`config.mk`:
```
export PLATFORM = sky130hd
export DESIGN_NAME = voice_envelope_generator_flat
export DESIGN_NICKNAME = d
export VERILOG_FILES = /design/src/rtl/veg_pkg.sv /design/src/rtl/veg_cmd_if.sv /design/src/rtl/veg_result_if.sv /design/src/rtl/veg_cfg_if.sv /design/src/rtl/voice_envelope_generator.sv /design/src/flat_wrapper.sv
export SDC_FILE = /design/constraint.sdc
export NUM_CORES = 1
export LEC_CHECK = 0
export BUFFER_PORTS_ARGS = -buffer_cell sky130_fd_sc_hd__buf_2
export CAP_MARGIN = 25
export CELL_PAD_IN_SITES_DETAIL_PLACEMENT = 1
export CELL_PAD_IN_SITES_GLOBAL_PLACEMENT = 2
export CORE_ASPECT_RATIO = 2
export CORE_MARGIN = 1.5
export CORE_UTILIZATION = 36
export CTS_CLUSTER_SIZE = 14
export DETAILED_ROUTE_END_ITERATION = 8
export PLACE_DENSITY_LB_ADDON = 0.1
export SLEW_MARGIN = 20
export SYNTH_ARGS = -nofsm -noshare
export SYNTH_HDL_FRONTEND = slang
export SYNTH_SLANG_ARGS = --single-unit
```
`constraint.sdc`:
```
create_clock -name clk -period 7.7 [get_ports clk]
set_clock_uncertainty 0.05 [all_clocks]
set_input_delay 1.54 -clock clk [delete_from_list [all_inputs] [get_ports clk]]
set_output_delay 1.54 -clock clk [all_outputs]
set_load 0.01 [all_outputs]
```
`src/rtl/veg_pkg.sv`:
```
`timescale 1ns / 1ps
`default_nettype none
// ----------------------------------------------------------------------------
// veg_pkg
// shared types and codes of the voice envelope generator
// ----------------------------------------------------------------------------
package veg_pkg;

	localparam int unsigned OP_W      = 2;
	localparam int unsigned CFG_IDX_W = 3;
	localparam int unsigned LEVEL_W   = 8;
	localparam int unsigned MASTER_W  = 4;
	localparam int unsigned MUL_A_W   = 9;
	localparam int unsigned MUL_B_W   = 8;
	localparam int unsigned MUL_P_W   = MUL_A_W + MUL_B_W;

	localparam logic [LEVEL_W-1:0] LEVEL_MAX = 8'hFF;

	// item opcodes
	localparam logic [OP_W-1:0] OP_TICK  = 2'd0;
	localparam logic [OP_W-1:0] OP_START = 2'd1;
	localparam logic [OP_W-1:0] OP_STOP  = 2'd2;

	// configuration register indexes
	localparam logic [CFG_IDX_W-1:0] CFG_ATTACK_RATE   = 3'd0;
	localparam logic [CFG_IDX_W-1:0] CFG_DECAY_RATE    = 3'd1;
	localparam logic [CFG_IDX_W-1:0] CFG_SUSTAIN_LEVEL = 3'd2;
	localparam logic [CFG_IDX_W-1:0] CFG_RELEASE_RATE  = 3'd3;
	localparam logic [CFG_IDX_W-1:0] CFG_ECHO_LEVEL    = 3'd4;
	localparam logic [CFG_IDX_W-1:0] CFG_ECHO_TICKS    = 3'd5;
	localparam logic [CFG_IDX_W-1:0] CFG_MASTER_LEVEL  = 3'd6;

	typedef enum logic [2:0] {
		PH_OFF     = 3'd0,
		PH_ARMED   = 3'd1,
		PH_ATTACK  = 3'd2,
		PH_DECAY   = 3'd3,
		PH_SUSTAIN = 3'd4,
		PH_RELEASE = 3'd5,
		PH_ECHO    = 3'd6
	} phase_t;

	typedef enum logic [2:0] {
		S_IDLE,
		S_EXEC,
		S_ENV,
		S_MG,
		S_GR,
		S_GL,
		S_FIN,
		S_DONE
	} seq_state_t;

endpackage : veg_pkg
`default_nettype wire

```
`src/rtl/veg_cmd_if.sv`:
```
`timescale 1ns / 1ps
`default_nettype none
// ----------------------------------------------------------------------------
// veg_cmd_if
// input word channel: opcode, note start fields and pan volumes
// ----------------------------------------------------------------------------
interface veg_cmd_if;
	logic       valid;
	logic       ready;
	logic [1:0] op;
	logic       wave_ok;
	logic [7:0] gate_length;
	logic [7:0] right_volume;
	logic [7:0] left_volume;

	modport source (
		output valid, op, wave_ok, gate_length, right_volume, left_volume,
		input  ready
	);
	modport sink (
		input  valid, op, wave_ok, gate_length, right_volume, left_volume,
		output ready
	);
endinterface : veg_cmd_if
`default_nettype wire

```
`src/rtl/veg_result_if.sv`:
```
`timescale 1ns / 1ps
`default_nettype none
// ----------------------------------------------------------------------------
// veg_result_if
// result word channel: voice status, envelope and stereo gains
// ----------------------------------------------------------------------------
interface veg_result_if;
	logic       valid;
	logic       ready;
	logic       active;
	logic [2:0] env_phase;
	logic [7:0] env_level;
	logic [7:0] right_amp;
	logic [7:0] left_amp;

	modport source (
		output valid, active, env_phase, env_level, right_amp, left_amp,
		input  ready
	);
	modport sink (
		input  valid, active, env_phase, env_level, right_amp, left_amp,
		output ready
	);
endinterface : veg_result_if
`default_nettype wire

```
`src/rtl/veg_cfg_if.sv`:
```
`timescale 1ns / 1ps
`default_nettype none
// ----------------------------------------------------------------------------
// veg_cfg_if
// configuration write channel: register index and write data
// ----------------------------------------------------------------------------
interface veg_cfg_if;
	logic       valid;
	logic       ready;
	logic [2:0] index;
	logic [7:0] data;

	modport source (
		output valid, index, data,
		input  ready
	);
	modport sink (
		input  valid, index, data,
		output ready
	);
endinterface : veg_cfg_if
`default_nettype wire

```
`src/rtl/voice_envelope_generator.sv`:
```
`timescale 1ns / 1ps
`default_nettype none
// ----------------------------------------------------------------------------
// voice_envelope_generator
// attack / decay / sustain / release / echo envelope of one voice with gains
// ----------------------------------------------------------------------------
// One word on cmd gives one word on result showing the voice state after it.
// A start, stop or unused opcode goes from S_EXEC straight to S_DONE. A tick
// passes S_EXEC, then S_ENV in decay and release, then S_MG, S_GR, S_GL,
// S_FIN and S_DONE when the voice stays on; when it is or goes off it skips
// to S_FIN. A single 9x8 multiplier serves a tick up to four times in turn: the
// decay or release scaling, the master gain, then the right and left gains.
// A result that is still held on result holds the next one in S_DONE while it
// waits. cmd.ready is high only while the sequencer is idle, and a new word is
// taken while the previous result still waits on result. Configuration writes
// are always accepted and should only be made while the block is idle.
// ----------------------------------------------------------------------------
module voice_envelope_generator
	import veg_pkg::*;
(
	input  wire logic   clk,
	input  wire logic   arst_n,
	veg_cfg_if.sink     cfg,
	veg_cmd_if.sink     cmd,
	veg_result_if.source result
);

	seq_state_t state_q, state_d;

	// configuration
	logic [LEVEL_W-1:0]  attack_rate_q, decay_rate_q, sustain_level_q, release_rate_q;
	logic [LEVEL_W-1:0]  echo_level_q, echo_ticks_q;
	logic [MASTER_W-1:0] master_level_q;

	// voice state
	phase_t             phase_q;
	logic               stop_pending_q;
	logic [LEVEL_W-1:0] level_q, echo_count_q, gate_count_q;
	logic [LEVEL_W-1:0] gain_right_q, gain_left_q, mg_q;

	// latched word
	logic [OP_W-1:0]    op_q;
	logic               wave_ok_q;
	logic [LEVEL_W-1:0] gate_length_q, rvol_q, lvol_q;

	// result register
	logic               out_valid_q;
	logic               out_active_q;
	logic [2:0]         out_phase_q;
	logic [LEVEL_W-1:0] out_level_q, out_right_q, out_left_q;

	// shared multiplier
	logic [MUL_A_W-1:0] mul_a;
	logic [MUL_B_W-1:0] mul_b;
	logic [MUL_P_W-1:0] mul_p;
	logic [LEVEL_W-1:0] env_prod;

	logic [LEVEL_W-1:0] attack_base;
	logic [LEVEL_W:0]   attack_sum;
	logic               out_free;

	assign mul_p       = MUL_P_W'(mul_a) * MUL_P_W'(mul_b);
	assign env_prod    = mul_p[2*LEVEL_W-1:LEVEL_W];
	assign attack_base = (phase_q == PH_ARMED) ? '0 : level_q;
	assign attack_sum  = {1'b0, attack_base} + {1'b0, attack_rate_q};
	assign out_free    = !out_valid_q || result.ready;

	// next state
	always_comb begin
		state_d = state_q;
		case (state_q)
			S_IDLE: begin
				if (cmd.valid) state_d = S_EXEC;
			end
			S_EXEC: begin
				if (op_q != OP_TICK) begin
					state_d = S_DONE;
				end else begin
					case (phase_q)
						PH_OFF:                 state_d = S_FIN;
						PH_ARMED:               state_d = stop_pending_q ? S_FIN : S_MG;
						PH_ECHO:                state_d = (echo_count_q <= 8'd1) ? S_FIN : S_MG;
						PH_DECAY, PH_RELEASE:   state_d = S_ENV;
						default:                state_d = S_MG;
					endcase
				end
			end
			S_ENV: begin
				if (phase_q == PH_RELEASE && env_prod <= echo_level_q && echo_level_q == '0)
					state_d = S_FIN;
				else if (phase_q == PH_DECAY && env_prod <= sustain_level_q &&
				         sustain_level_q == '0 && echo_level_q == '0)
					state_d = S_FIN;
				else
					state_d = S_MG;
			end
			S_MG:   state_d = S_GR;
			S_GR:   state_d = S_GL;
			S_GL:   state_d = S_FIN;
			S_FIN:  state_d = S_DONE;
			S_DONE: begin
				if (out_free) state_d = S_IDLE;
			end
			default: state_d = S_IDLE;
		endcase
	end

	// outputs and multiplier operands
	always_comb begin
		cmd.ready = (state_q == S_IDLE);
		cfg.ready = 1'b1;
		mul_a     = '0;
		mul_b     = '0;
		case (state_q)
			S_ENV: begin
				mul_a = {1'b0, level_q};
				mul_b = (phase_q == PH_DECAY) ? decay_rate_q : release_rate_q;
			end
			S_MG: begin
				mul_a = MUL_A_W'({1'b0, master_level_q}) + MUL_A_W'(1);
				mul_b = level_q;
			end
			S_GR: begin
				mul_a = {1'b0, rvol_q};
				mul_b = mg_q;
			end
			S_GL: begin
				mul_a = {1'b0, lvol_q};
				mul_b = mg_q;
			end
			default: begin
				mul_a = '0;
				mul_b = '0;
			end
		endcase
	end

	assign result.valid     = out_valid_q;
	assign result.active    = out_active_q;
	assign result.env_phase = out_phase_q;
	assign result.env_level = out_level_q;
	assign result.right_amp = out_right_q;
	assign result.left_amp  = out_left_q;

	// configuration registers
	always_ff @(posedge clk or negedge arst_n) begin
		if (!arst_n) begin
			attack_rate_q   <= LEVEL_MAX;
			decay_rate_q    <= '0;
			sustain_level_q <= LEVEL_MAX;
			release_rate_q  <= '0;
			echo_level_q    <= '0;
			echo_ticks_q    <= '0;
			master_level_q  <= '1;
		end else if (cfg.valid) begin
			case (cfg.index)
				CFG_ATTACK_RATE:   attack_rate_q   <= cfg.data;
				CFG_DECAY_RATE:    decay_rate_q    <= cfg.data;
				CFG_SUSTAIN_LEVEL: sustain_level_q <= cfg.data;
				CFG_RELEASE_RATE:  release_rate_q  <= cfg.data;
				CFG_ECHO_LEVEL:    echo_level_q    <= cfg.data;
				CFG_ECHO_TICKS:    echo_ticks_q    <= cfg.data;
				CFG_MASTER_LEVEL:  master_level_q  <= cfg.data[MASTER_W-1:0];
				default: ;
			endcase
		end
	end

	// word capture
	always_ff @(posedge clk) begin
		if (cmd.valid && cmd.ready) begin
			op_q          <= cmd.op;
			wave_ok_q     <= cmd.wave_ok;
			gate_length_q <= cmd.gate_length;
			rvol_q        <= cmd.right_volume;
			lvol_q        <= cmd.left_volume;
		end
	end

	// sequencer and voice state
	always_ff @(posedge clk or negedge arst_n) begin
		if (!arst_n) begin
			state_q        <= S_IDLE;
			phase_q        <= PH_OFF;
			stop_pending_q <= 1'b0;
			level_q        <= '0;
			echo_count_q   <= '0;
			gate_count_q   <= '0;
			gain_right_q   <= '0;
			gain_left_q    <= '0;
			mg_q           <= '0;
			out_valid_q    <= 1'b0;
			out_active_q   <= 1'b0;
			out_phase_q    <= '0;
			out_level_q    <= '0;
			out_right_q    <= '0;
			out_left_q     <= '0;
		end else begin
			state_q <= state_d;
			if (out_valid_q && result.ready && state_q != S_DONE) out_valid_q <= 1'b0;
			case (state_q)
				S_EXEC: begin
					case (op_q)
						OP_START: begin
							level_q        <= '0;
							gain_right_q   <= '0;
							gain_left_q    <= '0;
							stop_pending_q <= 1'b0;
							echo_count_q   <= echo_ticks_q;
							gate_count_q   <= gate_length_q;
							phase_q        <= wave_ok_q ? PH_ARMED : PH_OFF;
						end
						OP_STOP: begin
							if (phase_q != PH_OFF) begin
								stop_pending_q <= 1'b1;
								if (phase_q == PH_ATTACK || phase_q == PH_DECAY ||
								    phase_q == PH_SUSTAIN)
									phase_q <= PH_RELEASE;
							end
						end
						OP_TICK: begin
							case (phase_q)
								PH_ARMED, PH_ATTACK: begin
									if (phase_q == PH_ARMED && stop_pending_q) begin
										phase_q <= PH_OFF;
									end else if (attack_sum >= {1'b0, LEVEL_MAX}) begin
										level_q <= LEVEL_MAX;
										phase_q <= PH_DECAY;
									end else begin
										level_q <= attack_sum[LEVEL_W-1:0];
										phase_q <= PH_ATTACK;
									end
								end
								PH_ECHO: begin
									echo_count_q <= echo_count_q - 8'd1;
									if (echo_count_q <= 8'd1) phase_q <= PH_OFF;
								end
								default: ;
							endcase
						end
						default: ;
					endcase
				end
				S_ENV: begin
					if (phase_q == PH_RELEASE) begin
						if (env_prod <= echo_level_q) begin
							if (echo_level_q == '0) begin
								phase_q <= PH_OFF;
							end else begin
								level_q <= echo_level_q;
								phase_q <= PH_ECHO;
							end
						end else begin
							level_q <= env_prod;
						end
					end else begin
						if (env_prod <= sustain_level_q) begin
							if (sustain_level_q != '0) begin
								level_q <= sustain_level_q;
								phase_q <= PH_SUSTAIN;
							end else if (echo_level_q == '0) begin
								phase_q <= PH_OFF;
							end else begin
								level_q <= echo_level_q;
								phase_q <= PH_ECHO;
							end
						end else begin
							level_q <= env_prod;
						end
					end
				end
				S_MG: mg_q         <= mul_p[LEVEL_W+3:4];
				S_GR: gain_right_q <= env_prod;
				S_GL: gain_left_q  <= env_prod;
				S_FIN: begin
					// gate countdown after the envelope step
					if (gate_count_q != '0) begin
						gate_count_q <= gate_count_q - 8'd1;
						if (gate_count_q == 8'd1 && phase_q != PH_OFF) begin
							stop_pending_q <= 1'b1;
							if (phase_q == PH_ATTACK || phase_q == PH_DECAY ||
							    phase_q == PH_SUSTAIN)
								phase_q <= PH_RELEASE;
						end
					end
				end
				S_DONE: begin
					if (out_free) begin
						out_valid_q  <= 1'b1;
						out_active_q <= (phase_q != PH_OFF);
						out_phase_q  <= phase_q;
						out_level_q  <= level_q;
						out_right_q  <= gain_right_q;
						out_left_q   <= gain_left_q;
					end
				end
				default: ;
			endcase
		end
	end

endmodule : voice_envelope_generator
`default_nettype wire

```
`src/flat_wrapper.sv`:
```
// flat-port wrapper written by rule: the top's interface ports become plain ports
module voice_envelope_generator_flat import veg_pkg::*;
  (clk, arst_n, cfg_valid, cfg_index, cfg_data, cfg_ready, cmd_valid, cmd_op, cmd_wave_ok, cmd_gate_length, cmd_right_volume, cmd_left_volume, cmd_ready, result_valid, result_active, result_env_phase, result_env_level, result_right_amp, result_left_amp, result_ready);
  veg_cfg_if cfg_i ();
  veg_cmd_if cmd_i ();
  veg_result_if result_i ();
  input  wire logic clk;
  input  wire logic arst_n;
  input wire logic [$bits(cfg_i.valid)-1:0] cfg_valid;
  input wire logic [$bits(cfg_i.index)-1:0] cfg_index;
  input wire logic [$bits(cfg_i.data)-1:0] cfg_data;
  output wire logic [$bits(cfg_i.ready)-1:0] cfg_ready;
  input wire logic [$bits(cmd_i.valid)-1:0] cmd_valid;
  input wire logic [$bits(cmd_i.op)-1:0] cmd_op;
  input wire logic [$bits(cmd_i.wave_ok)-1:0] cmd_wave_ok;
  input wire logic [$bits(cmd_i.gate_length)-1:0] cmd_gate_length;
  input wire logic [$bits(cmd_i.right_volume)-1:0] cmd_right_volume;
  input wire logic [$bits(cmd_i.left_volume)-1:0] cmd_left_volume;
  output wire logic [$bits(cmd_i.ready)-1:0] cmd_ready;
  output wire logic [$bits(result_i.valid)-1:0] result_valid;
  output wire logic [$bits(result_i.active)-1:0] result_active;
  output wire logic [$bits(result_i.env_phase)-1:0] result_env_phase;
  output wire logic [$bits(result_i.env_level)-1:0] result_env_level;
  output wire logic [$bits(result_i.right_amp)-1:0] result_right_amp;
  output wire logic [$bits(result_i.left_amp)-1:0] result_left_amp;
  input wire logic [$bits(result_i.ready)-1:0] result_ready;
  assign cfg_i.valid = cfg_valid;
  assign cfg_i.index = cfg_index;
  assign cfg_i.data = cfg_data;
  assign cfg_ready = cfg_i.ready;
  assign cmd_i.valid = cmd_valid;
  assign cmd_i.op = cmd_op;
  assign cmd_i.wave_ok = cmd_wave_ok;
  assign cmd_i.gate_length = cmd_gate_length;
  assign cmd_i.right_volume = cmd_right_volume;
  assign cmd_i.left_volume = cmd_left_volume;
  assign cmd_ready = cmd_i.ready;
  assign result_valid = result_i.valid;
  assign result_active = result_i.active;
  assign result_env_phase = result_i.env_phase;
  assign result_env_level = result_i.env_level;
  assign result_right_amp = result_i.right_amp;
  assign result_left_amp = result_i.left_amp;
  assign result_i.ready = result_ready;
  voice_envelope_generator u_core (.clk(clk), .arst_n(arst_n), .cfg(cfg_i), .cmd(cmd_i), .result(result_i));
endmodule
```
# Yosys cells after proc, flatten, opt, wreduce, memory -nomap -nowiden
# Index checks and enable logic that the tools add are counted.
word_totals:
  word_cells: 179
  register_bits: 163
  out_inout_bits: 31
op_classes:
  addsub: 4
  n_mux: 55
  n_eq_ne: 39
  reduce_logical: 49
  n_mul: 1
  magnitude_cmp: 4
ops:
  columns: ["op", "count"]
  rows:
  - ["$mux 8", 14]
  - ["$pmux 8 s2", 6]
  - ["$mux 3", 18]
  - ["$pmux 9 s4", 1]
  - ["$eq 3x3->1 const B", 10]
  - ["$pmux 3 s8", 1]
  - ["$pmux 8 s3", 1]
  - ["$reduce_and 2->1", 11]
  - ["$eq 3x2->1 const B", 6]
  - ["$pmux 3 s3", 2]
  - ["$le 8x8->1", 2]
  - ["$logic_not 8->1", 2]
  - ["$mul 9x8->16", 1]
  - ["$reduce_bool 8->1", 2]
  - ["$sub 8x1->8 const B", 2]
  - ["$ne 3x3->1 const B", 5]
  - ["$ne 4x3->1 const B", 3]
  - ["$pmux 3 s4", 1]
  - ["$reduce_bool 2->1", 6]
  - ["$logic_and 1x1->1", 10]
  - ["$add 8x8->9", 1]
  - ["$eq 3x1->1 const B", 3]
  - ["$ge 9x8->1 const B", 1]
  - ["$logic_not 3->1", 3]
  - ["other kinds (21)", 40]

# Depth between registers and ports, before layout
logic_depth:
  word_depth: 11
  mapped_depth: 33
  ltp_nobuf: 31

# Worst setup path before layout
# OpenSTA, ideal clock, no wires.
synth_path:
  path_type: "reg2reg"
  from: "register u_core.state_q[0]"
  to: "register u_core.phase_q[1]"
  path_stages_with_launch: 30
  path_slack_ps: -196
  required_time_ps: 7525
  setup_time_ps: 125
  arrival_ps: 7722
  cell_sequence: "dfrtp_1 buf_2 buf_1 nor2_1 nand2_1 o21ai_0 a221oi_1 nor2_1 fa_1 inv_1 fa_1 inv_1 fa_1 inv_1 fa_1 inv_1 ha_1 a21boi_1 o41ai_1 or4b_1 o211ai_1 ha_1 a21oi_1 o21ai_0 o21a_1 a211oi_1 or2_2 a21oi_1 a21oi_1 mux2_2"
synth_between:
  elab_chain_len: 7
  word_cells_on_any_way: 23
synth_lines:
  columns: ["element", "line", "source"]
  rows:
  - ["start, declared", "voice_envelope_generator.sv:28", "seq_state_t state_q, state_d;"]
  - ["start signal, assigned", "voice_envelope_generator.sv:199", "state_q <= state_d;"]
  - ["$eq 3x3->1", "voice_envelope_generator.sv:114", "case (state_q)"]
  - ["$reduce_or 2->1 (no line)", null, null]
  - ["$pmux 8 s3", "voice_envelope_generator.sv:114", null]
  - ["$mul 9x8->16", "voice_envelope_generator.sv:62", "assign mul_p = MUL_P_W'(mul_a) * MUL_P_W'(mul_b);"]
  - ["$le 8x8->1, on equally long branches", "voice_envelope_generator.sv:246, voice_envelope_generator.sv:257", null]
  - ["$ne 3x3->1 (no line) or $ne 3x1->1 (tied branches)", null, null]
  - ["$reduce_and 9->1 (no line)", null, null]
  - ["end signal, assigned", "voice_envelope_generator.sv:211", "phase_q <= wave_ok_q ? PH_ARMED : PH_OFF;"]
  - ["end, declared", "voice_envelope_generator.sv:36", "phase_t phase_q;"]
# Parallel ways exist; a longest one is shown, timed or not.
# A chain may end at the register's enable or synchronous reset.

# Worst setup path after layout
layout_path:
  from: "register u_core.phase_q[2]"
  to: "register u_core.phase_q[1]"
layout_between:
  elab_chain_len: 7
  word_cells_on_any_way: 33
layout_lines:
  columns: ["element", "line", "source"]
  rows:
  - ["$eq 3x2->1, on equally long branches", null, null]
  - ["$mux 8 or $logic_or 1x1->1 (tied branches)", "voice_envelope_generator.sv:117, voice_envelope_generator.sv:216, voice_envelope_generator.sv:281", null]
  - ["$pmux 8 s3 or $logic_or 1x1->1 (tied branches)", "voice_envelope_generator.sv:114, voice_envelope_generator.sv:216, voice_envelope_generator.sv:281", null]
  - ["$mul 9x8->16 or $mux 3 (tied branches)", null, null]
  - ["$le 8x8->1 (tied with other cells)", "voice_envelope_generator.sv:246", "if (env_prod <= echo_level_q) begin"]
  - ["$ne 3x3->1 (no line) (tied with other cells)", null, null]
  - ["$reduce_and 9->1 (no line) or $pmux 3 s3 (tied branches)", null, null]
# Parallel ways exist; a longest one is shown, timed or not. The select of a mux whose other input is x is not followed.

==> reports/metrics.cfg <==
[clock_network]
cts_tree=built
clock_latency_ns=0.45
cts_sinks=163
clk_pin_slew_worst_paths_ns=0.06
hold_buffers=0
clock_path_buffers=2
cts_made_buffers=17
htreeDepth=4
cts-root-buf=clkbuf_16

[die]
die-area_um2=29800
core_area_um2=28200
ios=74
die_h_um=243
rows=87
start_util_pct=36.7
die_w_um=123

[logic_synthesis]
async_flop_share_pct=83.4
ys_seq_elements=163
synth_area_per_cell_um2=9.96
synth_area_um2=10300
synth_seq_area_share_pct=41.0
synth_cell_types=84
synth-main-ff-cell=dfrtp_1
synth_edf_count=27
ys_warn_count=0
synth_cells=1039
syn_nets=1181

[power_and_ir_drop]
total_power_w=0.00462
p_per_area_nw_per_um2=366
vdd_drop_max_mv=0.197
power.leakage_nw=5.76

[final_layout]
drive_gt1_share_pct=29.4
insertedDiodeCount=0
syn2layout_area_growth_pct=21.8
nets=1338
mostFrequentLayoutCells=115 x nor2_1, 115 x dfrtp_1, 95 x buf_4
finalNonFillerCells=1565
stdcell_area_um2=12600

[outcome]
status=complete, no violations

[worst_setup_path]
path_buf_inv=5
r2r_cells=28
crit_arrival_ns=7.69
criticalPathCategory=register to register
crit_path_frequent_cell=fa_1
cp-end-kind=register
cpMaxStageDelayCell=fa_1
startpoint_type=register
startpoint=u_core.phase_q[2]
rr_startpoint=u_core.phase_q[2]
critical_path_depth=28
slowest_delay_ns=0.56
cp_max_fo=9
cp_data_required_time_ns=7.98
path_delay_family=adder cells

[drt]
drt_iter0_markers=356
final_antenna_net_count=0
drc=0
viasPerCell=5.48
drt-pass1-iter-count=5
dr_total_vias=8570
routedWlPerCell_um=22.7
wl_um=35500

[sta]
slew_headroom_pct=33.8
max_freq_mhz=135
setup_tns_ns=0
final-max-slew-violation-count=0
min_period_ns=7.40
max_slew.worst_pin.slew_ns=0.987
rsz0062_at_grt=yes
period_share_pct=96.1
setup_viol=0
hold_violations=0

[global_routing]
grt_pass1_vias=9418
grt_pass1_wl_um=54800
grt_usage_pct=25.2
grt_max_degree=71
grt.overflow.total=0
grt_antenna_before_repair=0

[worst_hold_path]
whs_path_depth=2
min_from=u_core.gate_length_q[0]
hp-class=register to register

[flow_run]
drv_cap=0

[placement]
hpwlAfterDp_um=28600
place.gp.congestion=0.891
dp_cells=1510
placed_cell_area_um2=11600
io_buffers=72

-- cells in the mapped netlist, types with 3 or more instances --
library cell	count	share of area, %
xor2_1	4	0.34
nor3_1	18	0.87
o21a_1	5	0.36
o21ai_0	74	3.6
nor3b_1	6	0.44
xnor2_1	8	0.68
dfrtp_1	116	28
nand3_1	20	0.97
o31ai_1	3	0.22
and3_1	4	0.24
dfstp_2	20	5.1
nand3b_1	3	0.22
a211oi_1	5	0.36
a22o_1	13	1.1
a21oi_1	55	2.7
nor2b_1	14	0.85
mux2i_1	12	1.2
and2_1	5	0.30
nor4_1	9	0.54
or3_1	3	0.18
a221oi_1	5	0.42
nand2b_1	6	0.36
clkbuf_1	27	0.98
o221ai_1	3	0.25
or2_2	13	0.79
o21ai_1	4	0.19
nor2_1	119	4.3
edfxtp_1	27	7.8
a2bb2oi_1	3	0.25
nand4b_1	3	0.25
a31oi_1	6	0.36
buf_2	5	0.24
fa_1	37	7.2
a22oi_1	15	1.1
ha_1	62	7.5
mux2_2	70	7.6
nand4_1	5	0.30
o211ai_1	5	0.36
a21o_1	11	0.80
nand2_1	84	3.0
a222oi_1	3	0.29
inv_1	80	2.9
-- cell families after synthesis --
family          after synthesis  synth area share, %
other cells                   1               0.0362
simple gates                321                 14.4
compound gates              242                 15.3
xor+xnor                     14                 1.33
mux                          83                 8.92
buf+inv                     116                 4.38
fa+ha+maj                    99                 14.7
flops                       163                 41.0
-- layer usage --
metal / GRT usage, % / vias up / wire length (um)
met5: 0 / - / 0
met4: 14.8 / 0 / 2410
met3: 2.68 / 100 / 587
met2: 49.8 / 151 / 20700
met1: 23.8 / 4330 / 11800
li1: - / 3989 / -
-- timing repair --
action                                  in CTS  in global routing
gates resized for setup                      9                 42
setup buffers                                1                 20
endpoints found under the setup margin      11                 11
pin swaps                                    0                 13
-- power by group --
group	internal (W)	switching (W)
Sequential	0.00113	0.000205
Clock	0.000473	0.000382
Combinational	0.00102	0.00141
-- stage by stage --
step	worst slack (ns)	utilization (%)	hold slack, ns
after global placement	-0.250	41.3	0.405
after floorplan	0.0887	-	0.393
after global routing	-0.0395	44.7	0.469
final	0.297	44.7	0.432
after detailed placement	-0.410	41.3	0.417
after CTS	0.00181	43.5	0.433
-- worst reg2reg max path, delay by kind of cell (launching register included) --
| family | cells | cell delay [ns] |
|---|---|---|
| xor+xnor | 1 | 0.20 |
| simple gates | 8 | 1.77 |
| mux | 2 | 0.52 |
| fa+ha+maj | 6 | 2.72 |
| flops | 1 | 0.38 |
| compound gates | 6 | 1.17 |
| buf+inv | 5 | 0.47 |
-- path summary, 6_finish.rpt --
check / slack (ns) / end
setup / recovery: 0.30 / u_core.phase_q[1]
hold / removal: 0.43 / u_core.gate_count_q[0]
setup reg to reg: 0.30 / u_core.phase_q[1]
hold reg to reg: 0.43 / u_core.gate_count_q[0]
max in group asynchronous: 5.24 / u_core.sustain_level_q[0]
min in group asynchronous: 1.05 / u_core.echo_count_q[3]
-- final cells by class --
cell class | count | area [um^2]
clock buffer | 19 | 458
clock inverter | 13 | 124
fill | 3216 | 15600
inverter | 81 | 304
multi-input combinational | 760 | 5860
sequential | 163 | 4240
tap | 356 | 445
timing repair buffer | 173 | 1170
Note: power is estimated with default switching activity, not from simulation.
